### src/hdl/assert_macros.svh
// shared assertion macros
`ifndef ASSERT_MACROS_SVH
`define ASSERT_MACROS_SVH

// condition checked on every clock edge outside reset
`define ASSERT_IMPL(label, clk, rstn, cond, msg) \
    label: assert property (@(posedge clk) disable iff (!rstn) (cond)) else $error(msg);

// condition that must hold in the cycle after a trigger
`define ASSERT_NEXT(label, clk, rstn, trig, cond, msg) \
    label: assert property (@(posedge clk) disable iff (!rstn) (trig) |=> (cond)) \
        else $error(msg);

`endif

### src/hdl/stt_pkg.sv
package stt_pkg;

    typedef enum logic [3:0] {
        REQ_ADD_ONESHOT  = 4'd0,
        REQ_ADD_PERIODIC = 4'd1,
        REQ_REMOVE       = 4'd2,
        REQ_INCREASE     = 4'd3,
        REQ_DECREASE     = 4'd4,
        REQ_SET_DELAY    = 4'd5,
        REQ_RESTART      = 4'd6,
        REQ_SET_INTERVAL = 4'd7,
        REQ_QUERY_LEFT   = 4'd8,
        REQ_TICK         = 4'd9
    } req_t;

    typedef enum logic [2:0] {
        ST_OK        = 3'd0,
        ST_NOT_FOUND = 3'd1,
        ST_EXISTS    = 3'd2,
        ST_FULL      = 3'd3,
        ST_ZERO      = 3'd4
    } status_t;

    typedef enum logic [2:0] {
        S_IDLE,
        S_SCAN,
        S_APPLY,
        S_OUT,
        S_TSCAN,
        S_TOUT,
        S_TFIN,
        S_REARM
    } state_t;

    localparam int unsigned MAX_RESULTS = 16;
    localparam logic [31:0] ALL_ONES32 = 32'hFFFF_FFFF;

endpackage

### src/hdl/software_timer_table_top.sv
// Timer table of SLOTS entries with a 64-bit tick counter. Each request takes
// one beat in and gives one result beat; a tick gives one beat per expired
// timer (earliest deadline first, ties by lowest slot, up to 16) or a single
// beat with fired low when nothing expired. One shared compare unit walks the
// slots one per cycle. A request first walks all slots to look up the id,
// then waits for the output register to be free, then applies the change and
// loads the result beat, after which the input is ready again. A tick scans
// all slots once, then for each expiry it reports waits for the output
// register and scans the slots again (every result is followed by a rescan,
// which also decides whether the held beat is the last), then walks all slots
// once more to re-arm or free the reported slots. A stalled result beat
// delays the block by the length of the stall. The input is not ready while a
// request or tick is in progress.
`include "assert_macros.svh"

module software_timer_table_top #(
    parameter int SLOTS = 16
) (
    input  logic        aclk,
    input  logic        aresetn,
    input  logic        s_valid,
    output logic        s_ready,
    input  logic [3:0]  s_req_type,
    input  logic [63:0] s_timer_id,
    input  logic [31:0] s_amount,
    input  logic [31:0] s_interval_value,
    output logic        m_valid,
    input  logic        m_ready,
    output logic [2:0]  m_status,
    output logic [63:0] m_result_id,
    output logic        m_fired,
    output logic [31:0] m_time_left,
    output logic        m_last
);

    localparam int IW = (SLOTS > 1) ? $clog2(SLOTS) : 1;
    localparam int NW = $clog2(stt_pkg::MAX_RESULTS + 1);

    // slot memories
    logic [63:0] key_mem    [SLOTS];
    logic        per_mem    [SLOTS];
    logic [63:0] start_mem  [SLOTS];
    logic [31:0] delay_mem  [SLOTS];
    logic [31:0] period_mem [SLOTS];
    logic [SLOTS-1:0] valid_reg, valid_next;
    logic [SLOTS-1:0] taken_reg, taken_next;

    stt_pkg::state_t state_reg, state_next;
    logic [IW-1:0] idx_reg, idx_next;
    logic [63:0] now_reg, now_next;
    logic [3:0]  req_reg;
    logic [63:0] id_reg;
    logic [31:0] amt_reg, ivl_reg;
    logic        s_fire;

    // scan results
    logic          hit_reg, hit_next, free_reg, free_next;
    logic [IW-1:0] hit_idx_reg, hit_idx_next, free_idx_reg, free_idx_next;
    logic          best_reg, best_next;
    logic [IW-1:0] best_idx_reg, best_idx_next;
    logic [63:0]   best_over_reg, best_over_next;
    logic [NW-1:0] n_reg, n_next;
    // expiry found but not yet sent, held until the next scan shows if it is last
    logic          pend_reg, pend_next;
    logic [63:0]   pend_key_reg, pend_key_next;

    // output register
    logic        ov_reg, ov_next;
    logic [2:0]  ost_reg, ost_next;
    logic [63:0] oid_reg, oid_next;
    logic        ofired_reg, ofired_next;
    logic [31:0] oleft_reg, oleft_next;
    logic        olast_reg, olast_next;

    // shared slot read port for the scans, addressed by the scan index
    logic [IW-1:0] ridx;
    logic [63:0]   r_key, r_start, r_el, r_over;
    logic [31:0]   r_delay;
    logic          r_exp;

    assign ridx    = idx_reg;
    assign r_key   = key_mem[ridx];
    assign r_start = start_mem[ridx];
    assign r_delay = delay_mem[ridx];
    assign r_el    = now_reg - r_start;
    assign r_exp   = r_el >= {32'd0, r_delay};
    assign r_over  = r_el - {32'd0, r_delay};

    assign s_ready = (state_reg == stt_pkg::S_IDLE);
    assign s_fire  = s_valid && s_ready;

    // request applied to hit slot
    logic [31:0] h_delay, h_period, new_ivl, new_amt;
    logic [63:0] h_el;
    logic [32:0] h_sum;
    assign h_delay  = delay_mem[hit_idx_reg];
    assign h_period = period_mem[hit_idx_reg];
    assign h_el     = now_reg - start_mem[hit_idx_reg];
    assign h_sum    = {1'b0, h_delay} + {1'b0, amt_reg};
    assign new_ivl  = (ivl_reg == 32'd0) ? 32'd1 : ivl_reg;
    assign new_amt  = (amt_reg == 32'd0) ? new_ivl : amt_reg;

    logic last_slot;
    assign last_slot = (idx_reg == IW'(SLOTS - 1));

    // next state
    always_comb begin
        state_next = state_reg;
        case (state_reg)
            stt_pkg::S_IDLE: begin
                if (s_fire) begin
                    state_next = (s_req_type == stt_pkg::REQ_TICK) ?
                        stt_pkg::S_TSCAN : stt_pkg::S_SCAN;
                end
            end
            stt_pkg::S_SCAN: if (last_slot) state_next = stt_pkg::S_OUT;
            stt_pkg::S_OUT: if (!ov_reg || m_ready) state_next = stt_pkg::S_APPLY;
            stt_pkg::S_APPLY: state_next = stt_pkg::S_IDLE;
            stt_pkg::S_TSCAN: if (last_slot) state_next = stt_pkg::S_TOUT;
            stt_pkg::S_TOUT: begin
                if (!ov_reg || m_ready) begin
                    if (best_reg && n_reg != NW'(stt_pkg::MAX_RESULTS))
                        state_next = stt_pkg::S_TFIN;
                    else state_next = stt_pkg::S_REARM;
                end
            end
            stt_pkg::S_TFIN: state_next = stt_pkg::S_TSCAN;
            stt_pkg::S_REARM: if (last_slot) state_next = stt_pkg::S_IDLE;
            default: state_next = stt_pkg::S_IDLE;
        endcase
    end

    // datapath and outputs
    always_comb begin
        idx_next       = idx_reg;
        now_next       = now_reg;
        valid_next     = valid_reg;
        taken_next     = taken_reg;
        hit_next       = hit_reg;
        hit_idx_next   = hit_idx_reg;
        free_next      = free_reg;
        free_idx_next  = free_idx_reg;
        best_next      = best_reg;
        best_idx_next  = best_idx_reg;
        best_over_next = best_over_reg;
        n_next         = n_reg;
        pend_next      = pend_reg;
        pend_key_next  = pend_key_reg;
        ov_next        = ov_reg && !m_ready;
        ost_next       = ost_reg;
        oid_next       = oid_reg;
        ofired_next    = ofired_reg;
        oleft_next     = oleft_reg;
        olast_next     = olast_reg;
        case (state_reg)
            stt_pkg::S_IDLE: begin
                idx_next  = '0;
                hit_next  = 1'b0;
                free_next = 1'b0;
                best_next = 1'b0;
                pend_next = 1'b0;
                n_next    = '0;
                if (s_fire && s_req_type == stt_pkg::REQ_TICK) begin
                    now_next   = now_reg + 64'd1;
                    taken_next = '0;
                end
            end
            stt_pkg::S_SCAN: begin
                if (valid_reg[ridx] && r_key == id_reg && !hit_reg) begin
                    hit_next     = 1'b1;
                    hit_idx_next = ridx;
                end
                if (!valid_reg[ridx] && !free_reg) begin
                    free_next     = 1'b1;
                    free_idx_next = ridx;
                end
                idx_next = idx_reg + IW'(1);
            end
            stt_pkg::S_APPLY: begin
                ov_next     = 1'b1;
                ost_next    = stt_pkg::ST_OK;
                oid_next    = id_reg;
                ofired_next = 1'b0;
                oleft_next  = '0;
                olast_next  = 1'b1;
                case (req_reg) inside
                    stt_pkg::REQ_ADD_ONESHOT, stt_pkg::REQ_ADD_PERIODIC: begin
                        if (hit_reg) ost_next = stt_pkg::ST_EXISTS;
                        else if (!free_reg) ost_next = stt_pkg::ST_FULL;
                        else valid_next[free_idx_reg] = 1'b1;
                    end
                    [stt_pkg::REQ_REMOVE:stt_pkg::REQ_QUERY_LEFT]: begin
                        if ((req_reg == stt_pkg::REQ_INCREASE ||
                             req_reg == stt_pkg::REQ_DECREASE) && amt_reg == 32'd0)
                            ost_next = stt_pkg::ST_ZERO;
                        else if (!hit_reg) ost_next = stt_pkg::ST_NOT_FOUND;
                        else if (req_reg == stt_pkg::REQ_REMOVE)
                            valid_next[hit_idx_reg] = 1'b0;
                        else if (req_reg == stt_pkg::REQ_QUERY_LEFT &&
                                 h_el < {32'd0, h_delay})
                            oleft_next = h_delay - h_el[31:0];
                    end
                    default: ;
                endcase
            end
            stt_pkg::S_TSCAN: begin
                if (valid_reg[ridx] && !taken_reg[ridx] && r_exp &&
                    (!best_reg || r_over > best_over_reg)) begin
                    best_next      = 1'b1;
                    best_idx_next  = ridx;
                    best_over_next = r_over;
                end
                idx_next = idx_reg + IW'(1);
            end
            stt_pkg::S_TOUT: begin
                if (!ov_reg || m_ready) begin
                    // send the held expiry, or the empty beat when nothing expired
                    if (pend_reg || !best_reg) begin
                        ov_next     = 1'b1;
                        ost_next    = stt_pkg::ST_OK;
                        ofired_next = pend_reg;
                        oleft_next  = '0;
                        oid_next    = pend_reg ? pend_key_reg : 64'd0;
                        olast_next  = !best_reg ||
                                      n_reg == NW'(stt_pkg::MAX_RESULTS);
                    end
                    pend_next = 1'b0;
                    if (best_reg && n_reg != NW'(stt_pkg::MAX_RESULTS)) begin
                        taken_next[best_idx_reg] = 1'b1;
                        pend_next     = 1'b1;
                        pend_key_next = key_mem[best_idx_reg];
                        n_next        = n_reg + NW'(1);
                    end
                    idx_next = '0;
                end
            end
            stt_pkg::S_TFIN: begin
                best_next = 1'b0;
            end
            stt_pkg::S_REARM: begin
                if (taken_reg[ridx] && !per_mem[ridx]) valid_next[ridx] = 1'b0;
                idx_next = idx_reg + IW'(1);
            end
            default: ;
        endcase
    end

    always_ff @(posedge aclk) begin
        if (!aresetn) begin
            state_reg <= stt_pkg::S_IDLE;
            valid_reg <= '0;
            now_reg   <= '0;
            ov_reg    <= 1'b0;
            idx_reg   <= '0;
            n_reg     <= '0;
            best_reg  <= 1'b0;
            hit_reg   <= 1'b0;
            free_reg  <= 1'b0;
            pend_reg  <= 1'b0;
            taken_reg <= '0;
        end else begin
            state_reg <= state_next;
            valid_reg <= valid_next;
            now_reg   <= now_next;
            ov_reg    <= ov_next;
            idx_reg   <= idx_next;
            n_reg     <= n_next;
            best_reg  <= best_next;
            hit_reg   <= hit_next;
            free_reg  <= free_next;
            pend_reg  <= pend_next;
            taken_reg <= taken_next;
        end
    end

    always_ff @(posedge aclk) begin
        hit_idx_reg   <= hit_idx_next;
        free_idx_reg  <= free_idx_next;
        best_idx_reg  <= best_idx_next;
        best_over_reg <= best_over_next;
        pend_key_reg  <= pend_key_next;
        ost_reg       <= ost_next;
        oid_reg       <= oid_next;
        ofired_reg    <= ofired_next;
        oleft_reg     <= oleft_next;
        olast_reg     <= olast_next;
        if (s_fire) begin
            req_reg <= s_req_type;
            id_reg  <= s_timer_id;
            amt_reg <= s_amount;
            ivl_reg <= s_interval_value;
        end
    end

    // slot memory writes
    always_ff @(posedge aclk) begin
        if (state_reg == stt_pkg::S_APPLY) begin
            if ((req_reg == stt_pkg::REQ_ADD_ONESHOT || req_reg == stt_pkg::REQ_ADD_PERIODIC)
                && !hit_reg && free_reg) begin
                key_mem[free_idx_reg]   <= id_reg;
                start_mem[free_idx_reg] <= now_reg;
                per_mem[free_idx_reg]   <= (req_reg == stt_pkg::REQ_ADD_PERIODIC);
                period_mem[free_idx_reg] <=
                    (req_reg == stt_pkg::REQ_ADD_PERIODIC) ? new_ivl : 32'd0;
                delay_mem[free_idx_reg] <=
                    (req_reg == stt_pkg::REQ_ADD_PERIODIC) ? new_amt : amt_reg;
            end else if (hit_reg) begin
                case (req_reg)
                    stt_pkg::REQ_INCREASE: if (amt_reg != 32'd0)
                        delay_mem[hit_idx_reg] <= h_sum[32] ? stt_pkg::ALL_ONES32
                                                            : h_sum[31:0];
                    stt_pkg::REQ_DECREASE: if (amt_reg != 32'd0)
                        delay_mem[hit_idx_reg] <= (amt_reg < h_delay) ?
                                                  h_delay - amt_reg : 32'd0;
                    stt_pkg::REQ_SET_DELAY: delay_mem[hit_idx_reg] <= amt_reg;
                    stt_pkg::REQ_RESTART: start_mem[hit_idx_reg] <= now_reg;
                    stt_pkg::REQ_SET_INTERVAL: begin
                        if (per_mem[hit_idx_reg] && h_period != ivl_reg) begin
                            if (h_delay == h_period) delay_mem[hit_idx_reg] <= ivl_reg;
                            period_mem[hit_idx_reg] <= ivl_reg;
                        end
                    end
                    default: ;
                endcase
            end
        end else if (state_reg == stt_pkg::S_REARM) begin
            if (taken_reg[ridx] && per_mem[ridx]) begin
                delay_mem[ridx] <= period_mem[ridx];
                start_mem[ridx] <= now_reg;
            end
        end
    end

    assign m_valid     = ov_reg;
    assign m_status    = ost_reg;
    assign m_result_id = oid_reg;
    assign m_fired     = ofired_reg;
    assign m_time_left = oleft_reg;
    assign m_last      = olast_reg;

    `ASSERT_IMPL(a_busy_not_ready, aclk, aresetn,
        !(state_reg != stt_pkg::S_IDLE && s_ready), "ready while busy")
    `ASSERT_NEXT(a_tick_advances, aclk, aresetn,
        s_fire && s_req_type == stt_pkg::REQ_TICK, now_reg == $past(now_reg) + 64'd1,
        "tick did not advance time")
    `ASSERT_IMPL(a_fire_no_left, aclk, aresetn,
        !(m_valid && m_fired && m_time_left != 32'd0), "expiry with time left")

endmodule

### config.mk
export PLATFORM = sky130hd
export DESIGN_NAME = software_timer_table_top
export DESIGN_NICKNAME = d
export VERILOG_FILES = /design/src/hdl/stt_pkg.sv /design/src/hdl/software_timer_table_top.sv
export VERILOG_INCLUDE_DIRS = /design/src /design/src/hdl
export SDC_FILE = /design/constraint.sdc
export NUM_CORES = 2
export LEC_CHECK = 0
export BUFFER_PORTS_ARGS = -buffer_cell sky130_fd_sc_hd__buf_4
export CAP_MARGIN = 40
export CORE_ASPECT_RATIO = 1.5
export CORE_MARGIN = 2
export CORE_UTILIZATION = 30
export CTS_BUF_LIST = sky130_fd_sc_hd__clkbuf_2
export CTS_CLUSTER_SIZE = 20
export DETAILED_ROUTE_END_ITERATION = 10
export SLEW_MARGIN = 40
export SYNTH_ARGS = -nofsm -noshare
export SYNTH_HDL_FRONTEND = slang
export SYNTH_SLANG_ARGS = --single-unit
export TNS_END_PERCENT = 50
### constraint.sdc
create_clock -name aclk -period 16.14 [get_ports aclk]
set_input_delay 1.614 -clock aclk [delete_from_list [all_inputs] [get_ports aclk]]
set_output_delay 1.614 -clock aclk [all_outputs]
set_load 0.02 [all_outputs]
==> reports/qor.txt <==
crit share post-route - 0.7475
CP Capture Point - best_over_reg[4]
die area - 603500 um2
Lkg Pwr - 62.72 nW
clock latency on the worst-skew pair - 2180 ps
All-Layer GR Usage - 0.1895
final wirelength - 587500 um
Sw Pwr - 4.484 mW
Tightest Pin Transition - 994.5 ps
number of synthesized register bits - 3582
final hold viol count - 0
final net count - 12022
Startpoint Class - flop
die height - 950.4 um
unrepaired setup endpoints after global routing - false
FF/Latch Area - 106400 um2
VDD IR max - 0.00006672 V
Final WS setup - 4075 ps
max cap viols - 0
Async SR Flop Fraction - 0
clock buffer count from CTS - 799
pin count of the biggest net entering global routing - 128
Setup CP Type - flop to flop
sequential fraction of the synthesis area - 0.5937
top flop regs - key_mem: 1024 flops, start_mem: 1024 flops
post-layout util - 0.3396
Mapped Nets - 11033
Final ANT Viol Nets - 0
yosys warns - 0
internal power of the cells - 12.76 mW
Finished Cell Area - 202100 um2
Hold Slack - 342.7 ps
fmax - 82.88 MHz
Rel. slew slack - 0.3370
Distinct cells, synth - 100
Slew Limit Fails - 0
crit path DAT - 13770 ps
via count - 110060
GRT overflow - 0
vias in the first global route - 114715
Worst Reg-to-Reg Cells - 37
Sw Share - 0.2601
RR Endpoint - best_over_reg[4]
Reg2Reg Setup Slack - 4070 ps
Clk pwr share - 0.341
Crit. End Element - flop
1st-iter DRT viols - 10695
syn_area_per_cell - 17.01 um2
DP Worst Slack - 4114 ps
CTS tree - yes
Final setup viols - 0
Critical Path Most Common Cell - a21oi_1
maximum clock path buffer count - 4
share of cells above drive strength 1 - 0.3248
CTS Sinks - 3582
Syn-to-layout area delta - 12.83%
leading cell type in the layout, fill and taps excluded - edfxtp_1
Multi-input gate area - 69580 um2
PwrDens - 85.30 nW/um2
combinational power share - 0.060
Cells after Synth - 10535
required time of the critical path - 17850 ps
Initial Util - 0.3010
worst min path class - input port to flop
routed vias/inst - 5.491
most frequent cells in the layout - edfxtp_1, mux4_2, clkbuf_2, buf_4, nand2_1
Die W - 635.0 um
EDFF count, synth - 3461
initial antenna violation count - 34
Top Ports - 239
clock transition at the registers of the reported paths - 120 ps
clock root buffer - clkbuf_2
WL/cell - 29.31 um
Worst path max stage delay - 810 ps
Post-Syn Area - 179100 um2
H-tree Lvls - 6
drt drc - 0
status - completed
Post-CTS Setup Bufs - 0
worst clock skew - 233.7 ps
Critical-path top delay cell - dfxtp_4
# rows - 347
first-pass GRT wire length - 829000 um
dpl cell area - 192100 um2
detailed-router iteration count before antenna repair - 7
GPL Wtd Cong - 0.9756
port bufs - 238
Final HPWL DP - 377300 um
setup TNS - 0 ps
sequential share of power - 0.599
crit path max fanout - 60
core region area - 595200 um2
min Tclk post-route - 12070 ps
Fillers - 57016
prevailing post-synth register cell - edfxtp_1
-- worst min path at each step --
stage / startpoint / to / slack, ps / cells past startpoint
floorplan: taken_reg[10] / taken_reg[10] / 430 / 2
global placement: idx_reg[0] / best_idx_reg[0] / 420 / 0
detailed placement: idx_reg[0] / best_idx_reg[0] / 420 / 0
finish: s_timer_id[11] / id_reg[11] / 340 / 2
CTS: s_timer_id[11] / id_reg[11] / 8 / 2
global route: s_timer_id[11] / id_reg[11] / 200 / 2
-- timing repair --
action / CTS / global route
gates resized for setup: 0 / 0
hold buffers: 230 / 0
hold endpoints to repair: 155 / 0
-- power groups by stage --
stage	Sequential [mW]	Combinational [mW]	Clock (mW)
final	10.3	1.03	5.89
after global routing	10.3	1.10	6.46
after CTS	10.3	1.04	6.08
after detailed placement	10.5	0.993	0
after global placement	10.5	0.977	0
after floorplan	10.5	0.623	0
-- layer usage --
layer / global-route usage / up-vias / routed length, um
met5: 0 / - / 75
met4: 0.1143 / 12 / 39360
met3: 0.02480 / 1351 / 36870
met2: 0.3380 / 4805 / 301500
met1: 0.2163 / 57942 / 209700
li1: - / 45950 / -
-- Yosys cell counts, drive strengths merged (14+ instances only) --
cell type | n | area [um2]
nand3 | 161 | 805.8
nor2b | 73 | 456.7
a22oi | 59 | 442.9
mux2 | 33 | 371.6
dfxtp | 121 | 2422
nand3b | 16 | 120.1
buf | 226 | 1161
nor4 | 60 | 415.4
nor2 | 506 | 1899
o31a | 14 | 122.6
o21a | 49 | 367.9
inv | 399 | 1498
a21oi | 422 | 2112
nand4 | 106 | 663.1
o211ai | 29 | 217.7
or3 | 38 | 237.7
a211oi | 62 | 465.5
a21o | 146 | 1096
edfxtp | 3461 | 103900
a31oi | 34 | 212.7
o21ai | 257 | 1286
o22ai | 47 | 294.0
nor3b | 16 | 125.1
nor3 | 104 | 520.5
mux4 | 1852 | 41710
xnor2 | 216 | 1892
clkbuf | 400 | 1501
o31ai | 23 | 177.7
nand2 | 472 | 1772
and2 | 87 | 544.3
nand2b | 63 | 394.1
or2 | 27 | 168.9
a31o | 15 | 131.4
and3 | 59 | 369.1
xor2 | 151 | 1323
o21bai | 50 | 375.4
a211o | 26 | 227.7
mux2i | 78 | 780.8
ha | 356 | 4454
-- logic make-up (layout without fill, tap and decap cells) --
family | after synthesis | after routing | synth area share
AND/OR/NAND/NOR | 1835 | 1835 | 0.04980
XOR/XNOR | 367 | 367 | 0.01794
buffers and inverters | 1026 | 2648 | 0.02324
other | 0 | 34 | 0
multiplexers | 1963 | 1963 | 0.2393
AO/OA/AOI/OAI | 1400 | 1400 | 0.05057
flip-flops | 3582 | 3582 | 0.5937
adder cells (fa/ha/maj) | 362 | 362 | 0.02553
-- layout make-up --
cell class | instances | area share
antenna | 34 | 0.0004209
clock buffer | 1136 | 0.02813
clock inverter | 298 | 0.008325
sequential | 3582 | 0.5264
tap | 7852 | 0.04860
multi-input combinational | 5927 | 0.3442
inverter | 400 | 0.007496
timing repair buffer | 814 | 0.03636
-- critical path, delay by kind of cell (launching register included) --
kind	cells	cell delay, ps
AO/OA/AOI/OAI	15	3890
AND/OR/NAND/NOR	10	2470
buffers and inverters	5	1740
multiplexers	2	1040
adder cells (fa/ha/maj)	3	1010
flip-flops	1	810
XOR/XNOR	2	560
-- per-stage QoR --
stage                     std cells  power [mW]
after floorplan               10535       11.10
after global placement        18318       11.51
after detailed placement      18336       11.52
after CTS                     20000       17.44
after global routing          20030       17.89
final                         20043       17.24
No activity file was read; power rests on OpenSTA's default activity.
